`src/hw/rtl/i2cms_pkg.sv`:
```
`timescale 1ns / 1ps
// ----------------------------------------------------------------------------
// i2cms_pkg
// shared types and constants of the i2c master byte sequencer
// ----------------------------------------------------------------------------
package i2cms_pkg;

    localparam int unsigned TPP_W   = 16;
    localparam int unsigned PHASE_W = 5;
    localparam int unsigned BYTE_W  = 8;
    localparam int unsigned S_TDATA_W = 16;
    localparam int unsigned M_TDATA_W = 16;

    // command codes
    localparam logic [1:0] ACT_START = 2'd0;
    localparam logic [1:0] ACT_STOP  = 2'd1;
    localparam logic [1:0] ACT_WRITE = 2'd2;
    localparam logic [1:0] ACT_READ  = 2'd3;

    // final phase index of each command
    localparam logic [PHASE_W-1:0] LAST_START = 5'd2;
    localparam logic [PHASE_W-1:0] LAST_STOP  = 5'd1;
    localparam logic [PHASE_W-1:0] LAST_WRITE = 5'd26;
    localparam logic [PHASE_W-1:0] LAST_READ  = 5'd19;

    localparam logic [2:0] MSB_INDEX = 3'd7;

    typedef struct packed {
        logic              sda_level;
        logic              send_nack;
        logic [BYTE_W-1:0] tx_byte;
        logic [1:0]        action;
        logic              cmd_valid;
    } in_item_t;

    typedef struct packed {
        logic              ack_status;
        logic [BYTE_W-1:0] rx_byte;
        logic              done_res;
        logic              busy_res;
        logic              sda_drive;
        logic              scl;
    } out_item_t;

endpackage

```
`src/hw/rtl/i2cms_in_stage.sv`:
```
`timescale 1ns / 1ps
// ----------------------------------------------------------------------------
// i2cms_in_stage
// input register: captures one tick beat and holds it until the core takes it
// ----------------------------------------------------------------------------
module i2cms_in_stage
(
    input  logic                                clk,
    input  logic                                rst_n,
    input  logic                                s_tvalid,
    output logic                                s_tready,
    input  logic [i2cms_pkg::S_TDATA_W-1:0]     s_tdata,
    input  logic                                take,
    output logic                                item_valid,
    output i2cms_pkg::in_item_t                 item
);

    logic                valid_reg;
    logic                valid_next;
    i2cms_pkg::in_item_t item_reg;
    logic                load;

    assign s_tready = !valid_reg || take;
    assign load     = s_tvalid && s_tready;

    always_comb
    begin
        if (load)
        begin
            valid_next = 1'b1;
        end
        else if (take)
        begin
            valid_next = 1'b0;
        end
        else
        begin
            valid_next = valid_reg;
        end
    end

    always_ff @(posedge clk or negedge rst_n)
    begin
        if (!rst_n)
        begin
            valid_reg <= 1'b0;
        end
        else
        begin
            valid_reg <= valid_next;
        end
    end

    // payload, no reset needed
    always_ff @(posedge clk)
    begin
        if (load)
        begin
            item_reg <= i2cms_pkg::in_item_t'(s_tdata[$bits(i2cms_pkg::in_item_t)-1:0]);
        end
    end

    assign item_valid = valid_reg;
    assign item       = item_reg;

endmodule

```
`src/hw/rtl/i2cms_seq.sv`:
```
`timescale 1ns / 1ps
// ----------------------------------------------------------------------------
// i2cms_seq
// bus phase sequencer state and result register
// ----------------------------------------------------------------------------
module i2cms_seq
(
    input  logic                                clk,
    input  logic                                rst_n,
    input  logic                                cfg_wr_en,
    input  logic [i2cms_pkg::TPP_W-1:0]         cfg_wr_data,
    input  logic                                item_valid,
    input  i2cms_pkg::in_item_t                 item,
    output logic                                take,
    output logic                                m_tvalid,
    input  logic                                m_tready,
    output i2cms_pkg::out_item_t                result
);

    typedef struct packed {
        logic scl;
        logic sda;
        logic sample;
    } phase_t;

    logic [i2cms_pkg::TPP_W-1:0]   tpp_reg;
    logic                          scl_reg,   scl_next;
    logic                          sda_reg,   sda_next;
    logic                          busy_reg,  busy_next;
    logic [1:0]                    act_reg,   act_next;
    logic [i2cms_pkg::PHASE_W-1:0] phase_reg, phase_next;
    logic [i2cms_pkg::TPP_W-1:0]   tick_reg,  tick_next;
    logic [i2cms_pkg::BYTE_W-1:0]  shift_reg, shift_next;
    logic                          nack_reg,  nack_next;
    logic [i2cms_pkg::BYTE_W-1:0]  rx_reg,    rx_next;
    logic                          ack_reg,   ack_next;
    logic                          out_valid_reg;
    i2cms_pkg::out_item_t          result_reg, result_next;

    logic                          fire;
    logic [i2cms_pkg::TPP_W:0]     tick_inc;
    logic [i2cms_pkg::TPP_W:0]     tpp_eff;
    logic                          phase_end;
    logic [i2cms_pkg::PHASE_W-1:0] last_p;
    phase_t                        ph;

    // scl/sda levels of a phase and whether sda is sampled at its end
    function automatic phase_t phase_levels(
        input logic [1:0]                    act,
        input logic [i2cms_pkg::PHASE_W-1:0] p,
        input logic [i2cms_pkg::BYTE_W-1:0]  sb,
        input logic                          nk
    );
        phase_t      r;
        logic [4:0]  n;
        logic [8:0]  prod;
        logic [2:0]  k;
        logic [4:0]  sub;
        n    = p - 5'd1;
        // n / 3 for n below 24, via reciprocal multiply
        prod = 9'(n) * 9'd11;
        k    = prod[7:5];
        sub  = n - 5'(k) * 5'd3;
        r    = '{scl: 1'b0, sda: 1'b1, sample: 1'b0};
        case (act)
            i2cms_pkg::ACT_START:
            begin
                r.scl = (p < 5'd2);
                r.sda = (p == 5'd0);
            end
            i2cms_pkg::ACT_STOP:
            begin
                r.scl = 1'b1;
                r.sda = (p != 5'd0);
            end
            i2cms_pkg::ACT_WRITE:
            begin
                if (p == 5'd0)
                begin
                    r.sda = 1'b0;
                end
                else if (p <= 5'd24)
                begin
                    r.sda = sb[i2cms_pkg::MSB_INDEX - k];
                    r.scl = (sub == 5'd1);
                end
                else
                begin
                    r.scl    = (p == 5'd25);
                    r.sample = (p == 5'd25);
                end
            end
            i2cms_pkg::ACT_READ:
            begin
                if (p < 5'd16)
                begin
                    r.scl    = !p[0];
                    r.sample = !p[0];
                end
                else
                begin
                    r.sda = (p == 5'd16) ? 1'b0 : nk;
                    r.scl = (p == 5'd18);
                end
            end
            default:
            begin
                r = '{scl: 1'b0, sda: 1'b1, sample: 1'b0};
            end
        endcase
        return r;
    endfunction

    assign take = !out_valid_reg || m_tready;
    assign fire = item_valid && take;

    always_comb
    begin
        scl_next   = scl_reg;
        sda_next   = sda_reg;
        busy_next  = busy_reg;
        act_next   = act_reg;
        phase_next = phase_reg;
        tick_next  = tick_reg;
        shift_next = shift_reg;
        nack_next  = nack_reg;
        rx_next    = rx_reg;
        ack_next   = ack_reg;

        // new command on an idle tick
        if (!busy_reg && item.cmd_valid)
        begin
            busy_next  = 1'b1;
            act_next   = item.action;
            phase_next = '0;
            tick_next  = '0;
            nack_next  = item.send_nack;
            shift_next = (item.action == i2cms_pkg::ACT_WRITE) ? item.tx_byte : '0;
        end

        ph        = phase_levels(act_next, phase_next, shift_next, nack_next);
        tick_inc  = {1'b0, tick_next} + 17'd1;
        tpp_eff   = (tpp_reg == '0) ? 17'd1 : {1'b0, tpp_reg};
        phase_end = (tick_inc >= tpp_eff);

        case (act_next)
            i2cms_pkg::ACT_START: last_p = i2cms_pkg::LAST_START;
            i2cms_pkg::ACT_STOP:  last_p = i2cms_pkg::LAST_STOP;
            i2cms_pkg::ACT_WRITE: last_p = i2cms_pkg::LAST_WRITE;
            i2cms_pkg::ACT_READ:  last_p = i2cms_pkg::LAST_READ;
            default:              last_p = i2cms_pkg::LAST_START;
        endcase

        result_next.busy_res = busy_next;
        result_next.done_res = 1'b0;

        if (busy_next)
        begin
            scl_next = ph.scl;
            sda_next = ph.sda;
            if (phase_end)
            begin
                if (ph.sample)
                begin
                    if (act_next == i2cms_pkg::ACT_WRITE)
                    begin
                        ack_next = item.sda_level;
                    end
                    else
                    begin
                        shift_next = {shift_next[i2cms_pkg::BYTE_W-2:0], item.sda_level};
                    end
                end
                if (phase_next >= last_p)
                begin
                    if (act_next == i2cms_pkg::ACT_READ)
                    begin
                        rx_next = shift_next;
                    end
                    busy_next            = 1'b0;
                    result_next.done_res = 1'b1;
                    phase_next           = '0;
                end
                else
                begin
                    phase_next = phase_next + 5'd1;
                end
                tick_next = '0;
            end
            else
            begin
                tick_next = tick_inc[i2cms_pkg::TPP_W-1:0];
            end
        end

        result_next.scl        = scl_next;
        result_next.sda_drive  = sda_next;
        result_next.rx_byte    = rx_next;
        result_next.ack_status = ack_next;
    end

    always_ff @(posedge clk or negedge rst_n)
    begin
        if (!rst_n)
        begin
            tpp_reg       <= 16'd1;
            scl_reg       <= 1'b1;
            sda_reg       <= 1'b1;
            busy_reg      <= 1'b0;
            act_reg       <= i2cms_pkg::ACT_START;
            phase_reg     <= '0;
            tick_reg      <= '0;
            shift_reg     <= '0;
            nack_reg      <= 1'b0;
            rx_reg        <= '0;
            ack_reg       <= 1'b0;
            out_valid_reg <= 1'b0;
        end
        else
        begin
            if (cfg_wr_en)
            begin
                tpp_reg <= cfg_wr_data;
            end
            if (fire)
            begin
                scl_reg   <= scl_next;
                sda_reg   <= sda_next;
                busy_reg  <= busy_next;
                act_reg   <= act_next;
                phase_reg <= phase_next;
                tick_reg  <= tick_next;
                shift_reg <= shift_next;
                nack_reg  <= nack_next;
                rx_reg    <= rx_next;
                ack_reg   <= ack_next;
            end
            if (take)
            begin
                out_valid_reg <= item_valid;
            end
        end
    end

    always_ff @(posedge clk)
    begin
        if (fire)
        begin
            result_reg <= result_next;
        end
    end

    assign m_tvalid = out_valid_reg;
    assign result   = result_reg;

endmodule

```
`src/hw/rtl/i2c_master_byte_sequencer_core.sv`:
```
`timescale 1ns / 1ps
// a tick beat accepted into the input register is worked into the result register when the
//   sequencer takes it, and its result beat is then offered from the result register
// throughput: one tick beat per clock cycle while m_tready is high; a stalled result beat
//   holds the sequencer, the input register then fills and s_tready drops
// reset: rst_n asynchronous active low; bus lines released high, idle, one tick
//   per phase
// ----------------------------------------------------------------------------
// i2c_master_byte_sequencer_core
// i2c master line sequencer: start, stop, write byte with ack check and read
// byte with ack/nack answer, one bus tick per stream beat
// ----------------------------------------------------------------------------
module i2c_master_byte_sequencer_core
(
    input  logic                                clk,
    input  logic                                rst_n,

    // phase length register
    input  logic                                cfg_wr_en,
    input  logic [i2cms_pkg::TPP_W-1:0]         cfg_wr_data,

    // tick beats in
    input  logic                                s_tvalid,
    output logic                                s_tready,
    // cmd_valid[0], action[2:1], tx_byte[10:3], send_nack[11], sda_level[12], zero[15:13]
    input  logic [i2cms_pkg::S_TDATA_W-1:0]     s_tdata,

    // result beats out
    output logic                                m_tvalid,
    input  logic                                m_tready,
    // scl[0], sda_drive[1], busy_res[2], done_res[3], rx_byte[11:4], ack_status[12],
    // zero[15:13]
    output logic [i2cms_pkg::M_TDATA_W-1:0]     m_tdata
);

    // handoff between input register and sequencer
    logic                 item_valid;
    i2cms_pkg::in_item_t  item;
    logic                 take;
    i2cms_pkg::out_item_t result;

    // input register stage: holds a beat while the result side is stalled
    i2cms_in_stage u_in_stage
    (
        .clk        (clk),
        .rst_n      (rst_n),
        .s_tvalid   (s_tvalid),
        .s_tready   (s_tready),
        .s_tdata    (s_tdata),
        .take       (take),
        .item_valid (item_valid),
        .item       (item)
    );

    // sequencer: phase counter, tick counter, shift register and the result
    // register, all advanced together once per accepted tick
    i2cms_seq u_seq
    (
        .clk         (clk),
        .rst_n       (rst_n),
        .cfg_wr_en   (cfg_wr_en),
        .cfg_wr_data (cfg_wr_data),
        .item_valid  (item_valid),
        .item        (item),
        .take        (take),
        .m_tvalid    (m_tvalid),
        .m_tready    (m_tready),
        .result      (result)
    );

    // pad the result beat to whole bytes
    assign m_tdata = {{(i2cms_pkg::M_TDATA_W - $bits(i2cms_pkg::out_item_t)){1'b0}}, result};

endmodule
```
`config.mk`:
```
export PLATFORM = sky130hd
export DESIGN_NAME = i2c_master_byte_sequencer_core
export DESIGN_NICKNAME = d
export VERILOG_FILES = /design/src/hw/rtl/i2cms_pkg.sv /design/src/hw/rtl/i2cms_in_stage.sv /design/src/hw/rtl/i2cms_seq.sv /design/src/hw/rtl/i2c_master_byte_sequencer_core.sv
export SDC_FILE = /design/constraint.sdc
export NUM_CORES = 1
export LEC_CHECK = 0
export BUFFER_PORTS_ARGS = -buffer_cell sky130_fd_sc_hd__buf_4
export CORE_UTILIZATION = 39
export DETAILED_ROUTE_END_ITERATION = 6
export PLACE_DENSITY_LB_ADDON = 0.05
export SYNTH_ARGS = -nofsm -noshare
export SYNTH_HDL_FRONTEND = slang
export SYNTH_SLANG_ARGS = --single-unit
```
`constraint.sdc`:
```
create_clock -name clk -period 7.6 [get_ports clk]
set_clock_uncertainty 0.1 [all_clocks]
set_input_delay 1.52 -clock clk [delete_from_list [all_inputs] [get_ports clk]]
set_output_delay 1.52 -clock clk [all_outputs]
set_load 0.02 [all_outputs]
```
Word-level counts from Yosys, hierarchy flattened
Cells that the tools add are included.
- word-level logic and storage cells: 108
- register bits: 88
- output and inout bits: 18
- order comparisons: 6
- multiply operators: 2
- eq/ne operators: 8
- multiplexer cells: 48
- reduce and logical (&&, ||, !) cells: 15
- add/sub/neg operators: 5
- operators with widths (operator ; count):
    8-bit 2-to-1 mux ; 10
    16-bit 2-to-1 mux ; 4
    1-bit 2-to-1 mux ; 25
    5-bit 2-to-1 mux ; 4
    5-bit one-hot mux with 4 select lines ; 1
    16-bit by 1-bit adder with 17-bit output, second input constant ; 1
    17-bit greater-or-equal comparator ; 1
    16-bit logical NOT ; 1
    5-bit equality test, second input constant ; 3
    5-bit by 4-bit multiplier with 8-bit output, second input constant ; 1
    2-bit one-hot mux with 4 select lines ; 1
    2-bit equality test, second input constant ; 3
    5-bit by 1-bit adder with 5-bit output, second input constant ; 1
    5-bit by 1-bit equality test with 1-bit output, second input constant ; 1
    5-bit greater-or-equal comparator ; 1
    5-bit less-or-equal comparator, second input constant ; 1
    5-bit logical NOT ; 1
    5-bit by 2-bit less-than comparator with 1-bit output, second input constant ; 1
    5-bit less-than comparator, second input constant ; 1
    3-bit by 2-bit multiplier with 5-bit output, second input constant ; 1
    5-bit nonzero test ; 1
    5-bit by 1-bit subtractor with 5-bit output, second input constant ; 1
    5-bit subtractor ; 1
    1-bit logical NOT ; 4
    11 further kinds ; 14

Logic depth before layout (Yosys ltp)
- depth in word-level cells: 12
- gate-level depth with buffers: 28
- gate-level depth less buffers: 26

Modules after synthesis
Synthesis repeated with hierarchy kept, for this count alone.
- cells, all modules: 596
- area total of the unflattened synthesis: 5679.2 um^2
- by module, submodules not included (module ; times used ; cells an instance ; sequential area each (um^2) ; area each (um^2)):
    i2cms_seq ; 1 ; 575 ; 1920.6 ; 5208.7
    i2cms_in_stage ; 1 ; 17 ; 415.4 ; 444.2
    i2c_master_byte_sequencer_core ; 1 ; 4 ; 0.0 ; 26.3

Worst setup path after synthesis
Ideal clock, no wire load.
- kind: flip-flop to flip-flop
- from: reg u_seq.busy_reg
- to: reg u_seq.result_reg (netlist bit u_seq.result[0]) (data pin)
- arrival: 5.565 ns
- cell stages (with the launch flop): 28
- clock period less this slack: 5.924 ns
- path buffers: 2
- slack: 1.676 ns
- required time: 7.240 ns
- cells stage by stage: dfrtp_1 buf_4 nor2b_1 clkbuf_1 nor2_1 ha_1 or3_1 ha_1 inv_1 fa_1 inv_1 ha_1 and2_1 o21ai_0 nand3b_1 a21oi_1 xnor2_1 inv_1 fa_1 inv_1 ha_1 a21o_1 a21oi_1 xnor2_1 xnor2_1 nand3_1 a31oi_1 mux2_2
- RTL lines (item ; line ; text):
    start, declared ; i2cms_seq.sv:29 ; logic busy_reg, busy_next;
    start signal, assigned ; i2cms_seq.sv:229 ; busy_reg <= busy_next;
    end signal, assigned ; i2cms_seq.sv:249 ; result_reg <= result_next;
    end, declared ; i2cms_seq.sv:38 ; i2cms_pkg::out_item_t result_reg, result_next;

==> flow_summary.ini <==
[power]
power_density_nw_per_um2 = 420
leakage_nw = 2.84
comb_power_share = 0.589
seq_power_share = 0.225
clock_power_share = 0.187
p_sw_mw = 1.08
fin_total_pwr_mw = 2.64
vdd_drop_max_mv = 0.399
netSwitchingFraction = 0.409
internal_power_mw = 1.56

[clock_tree]
clock_path_buffers = 2
clock-sinks = 88
clk_pin_slew_ns = 0.07
cts_buffers = 9
cts_tree = built
htree_num_levels = 3
post_cts_buffers = 0
worstSkewPairLatency_ns = 0.35
cts_root_buf = clkbuf_16
cts_resized = 0
hold_buffers = 0

[worst_setup_path]
critPathBufInv = 5
r2r_slack_ns = 1.01
cp_data_arrival_time_ns = 6.59
worst_path_dominant_cell_family = adder cells
r2r-start = u_seq.busy_reg
crit_type = flop to flop
crit_path_top_delay_cell = fa_1
cp_max_fo = 27
required_ns = 7.60
startpoint = u_seq.busy_reg
r2r_cells = 25
end_kind = flop
worst_path_most_repeated_cell = inv_1
crit_path_max_incr_delay_ns = 0.52
critPathCapture = u_seq.result[0]
reg2reg_to = u_seq.result[0]
cp-start-kind = flop
worstSetupPathDepth = 25

[grt]
grt_pass1_vias = 4190
antenna_found_initial = 0
grt_max_degree = 63
grt_usage = 0.197
grt_pass1_wl_mm = 21.7
grt_overflow = 0

[routing]
drt-pass1-iter-count = 5
ant_nets = 0
vias = 4184
detail_route.iter0.violations = 303
drt-total-wl_mm = 13.2
route.detailed.drc = 0
avgViaCountPerCell = 5.36
wl_per_cell_um = 16.9

[cells_and_area]
drive_above_1_share = 0.177
antenna_cells = 0
layout.nets = 682
fin_util = 0.468
area_growth_pct = 14.9

[die]
dieHeight_um = 120
dieArea_sq_um = 14500
start_util = 0.407
ios = 55
core-area_sq_um = 13500
die_w_um = 120
num_rows = 42

[logic_synthesis]
synth_area_leader_cell = dfrtp_1
synth_flop_cell = dfrtp_1
synth.top_cell.area_share = 0.270
synth-compound-area-share = 0.130
yosys.cell_types.count = 58
synth_top_family_by_area = simple AND/OR/NAND/NOR gates
synth.most_common_cell = nand2_1
synthCells = 563
ys_warn_count = 0
yosys.area_share.simple = 0.161
ys_top_cells_by_count = nand2_1, dfrtp_1, o21ai_0, inv_1, ha_1
syn_area_per_cell_sq_um = 9.73
synth_area_leaders = dfrtp_1, edfxtp_1, ha_1, mux2_2, nand2_1
synth_edf_count = 26
ys_seq_area_frac = 0.427
synth_fa_ha_area_frac = 0.107
synthArstFlopShare = 0.705
synthMuxAreaShare = 0.0814
synth-seq-cells = 88
synth_xor_area_frac = 0.0384
synth_area_sq_um = 5480

[sta]
rsz0062_at_grt = false
slew_viol_final = 0
hold_viol = 0
setup_viol = 0
tightest_slew_ns = 0.919
setup_tns_ns = 0
period_needed_ns = 6.59
maxSlewHeadroom = 0.386
fmax_ghz = 0.152
period_share = 0.868

[placement]
portBuffers = 48
dp_hpwl_mm = 9.36
gp_congestion = 0.810

[worst_hold_path]
hold_class = flop to flop
hp-start = u_seq.shift_reg[4]

[outcome]
outcome = completed

[job]
maxCapViolations = 0
-- power groups by stage --
stage	logic (mW)	clock network, mW	registers (mW)
global placement	1.51	0	0.602
detailed placement	1.56	0	0.603
finish	1.56	0.493	0.594
global route	1.80	0.528	0.600
floorplan	1.25	0	0.603
CTS	1.58	0.509	0.594
-- layout by cell type, fill, tap and decap left out, types with 4 or more instances in the layout --
cell | netlist | layout
a21oi_1 | 20 | 20
nand2b_1 | 5 | 5
buf_4 | 4 | 53
nor2_1 | 33 | 33
nand3_1 | 20 | 20
edfxtp_1 | 26 | 26
o211ai_1 | 4 | 4
clkbuf_16 | 0 | 9
dfrtp_1 | 59 | 59
mux2_2 | 28 | 28
a21o_1 | 4 | 4
o41ai_1 | 10 | 10
inv_1 | 43 | 43
nand4_1 | 9 | 9
xor2_1 | 12 | 12
mux2i_1 | 9 | 9
and2_1 | 8 | 8
nor3_1 | 7 | 7
nand2_1 | 70 | 70
or3_1 | 4 | 4
o21ai_0 | 44 | 44
ha_1 | 42 | 42
a22oi_1 | 8 | 8
xnor2_1 | 12 | 12
nor4_1 | 8 | 8
o31ai_1 | 4 | 4
-- per-stage QoR --
| step | setup WS [ns] | instance area [sq um] | std cells | hold slack, ns |
|---|---|---|---|---|
| after floorplan | 1.68 | 5480 | 565 | 0.335 |
| after global placement | 1.08 | 5970 | 765 | 0.364 |
| after detailed placement | 0.991 | 5970 | 765 | 0.371 |
| after CTS | 0.966 | 6290 | 781 | 0.386 |
| after global routing | 0.403 | 6290 | 781 | 0.419 |
| final | 1.01 | 6290 | 781 | 0.385 |
-- worst min-delay path by stage --
stage                          to  cells after the start
3_3_place_gp   u_seq.shift_reg[7]                      2
2_1_floorplan      u_seq.nack_reg                      2
5_1_grt        u_seq.shift_reg[4]                      2
3_5_place_dp   u_seq.shift_reg[4]                      2
4_1_cts        u_seq.shift_reg[7]                      2
6_report       u_seq.shift_reg[4]                      2
-- cell families after synthesis --
family / Yosys count
buffers and inverters: 73
other: 1
adders and majority gates: 45
xor gates and xnor gates: 24
and+or+nand+nor: 181
AOI/OAI and AO/OA: 111
DFF: 88
muxes: 40
-- worst min-delay path, delay by kind of cell (launching register included) --
family	cells	cell delay (ns)
flops	1	0.35
compound gates	1	0.06
simple gates	1	0.05
-- final cells by class --
type                       count  area, sq um
multi-input combinational    404         2850
tap                          176          220
inverter                      44          165
clock buffer                   9          225
fill                        1303         7160
timing repair buffer          53          398
clock inverter                 7          100
sequential                    88         2340
-- per-layer routing --
metal / track usage / share of wire / up-vias / wire [um]
li1: - / - / 2078 / -
met3: 0.0434 / 0.037 / 13 / 492
met1: 0.249 / 0.44 / 2015 / 5850
met5: 0 / 0 / - / 0
met4: 0.0548 / 0.014 / 0 / 189
met2: 0.339 / 0.51 / 78 / 6690
(Power assumes the default switching activity.)
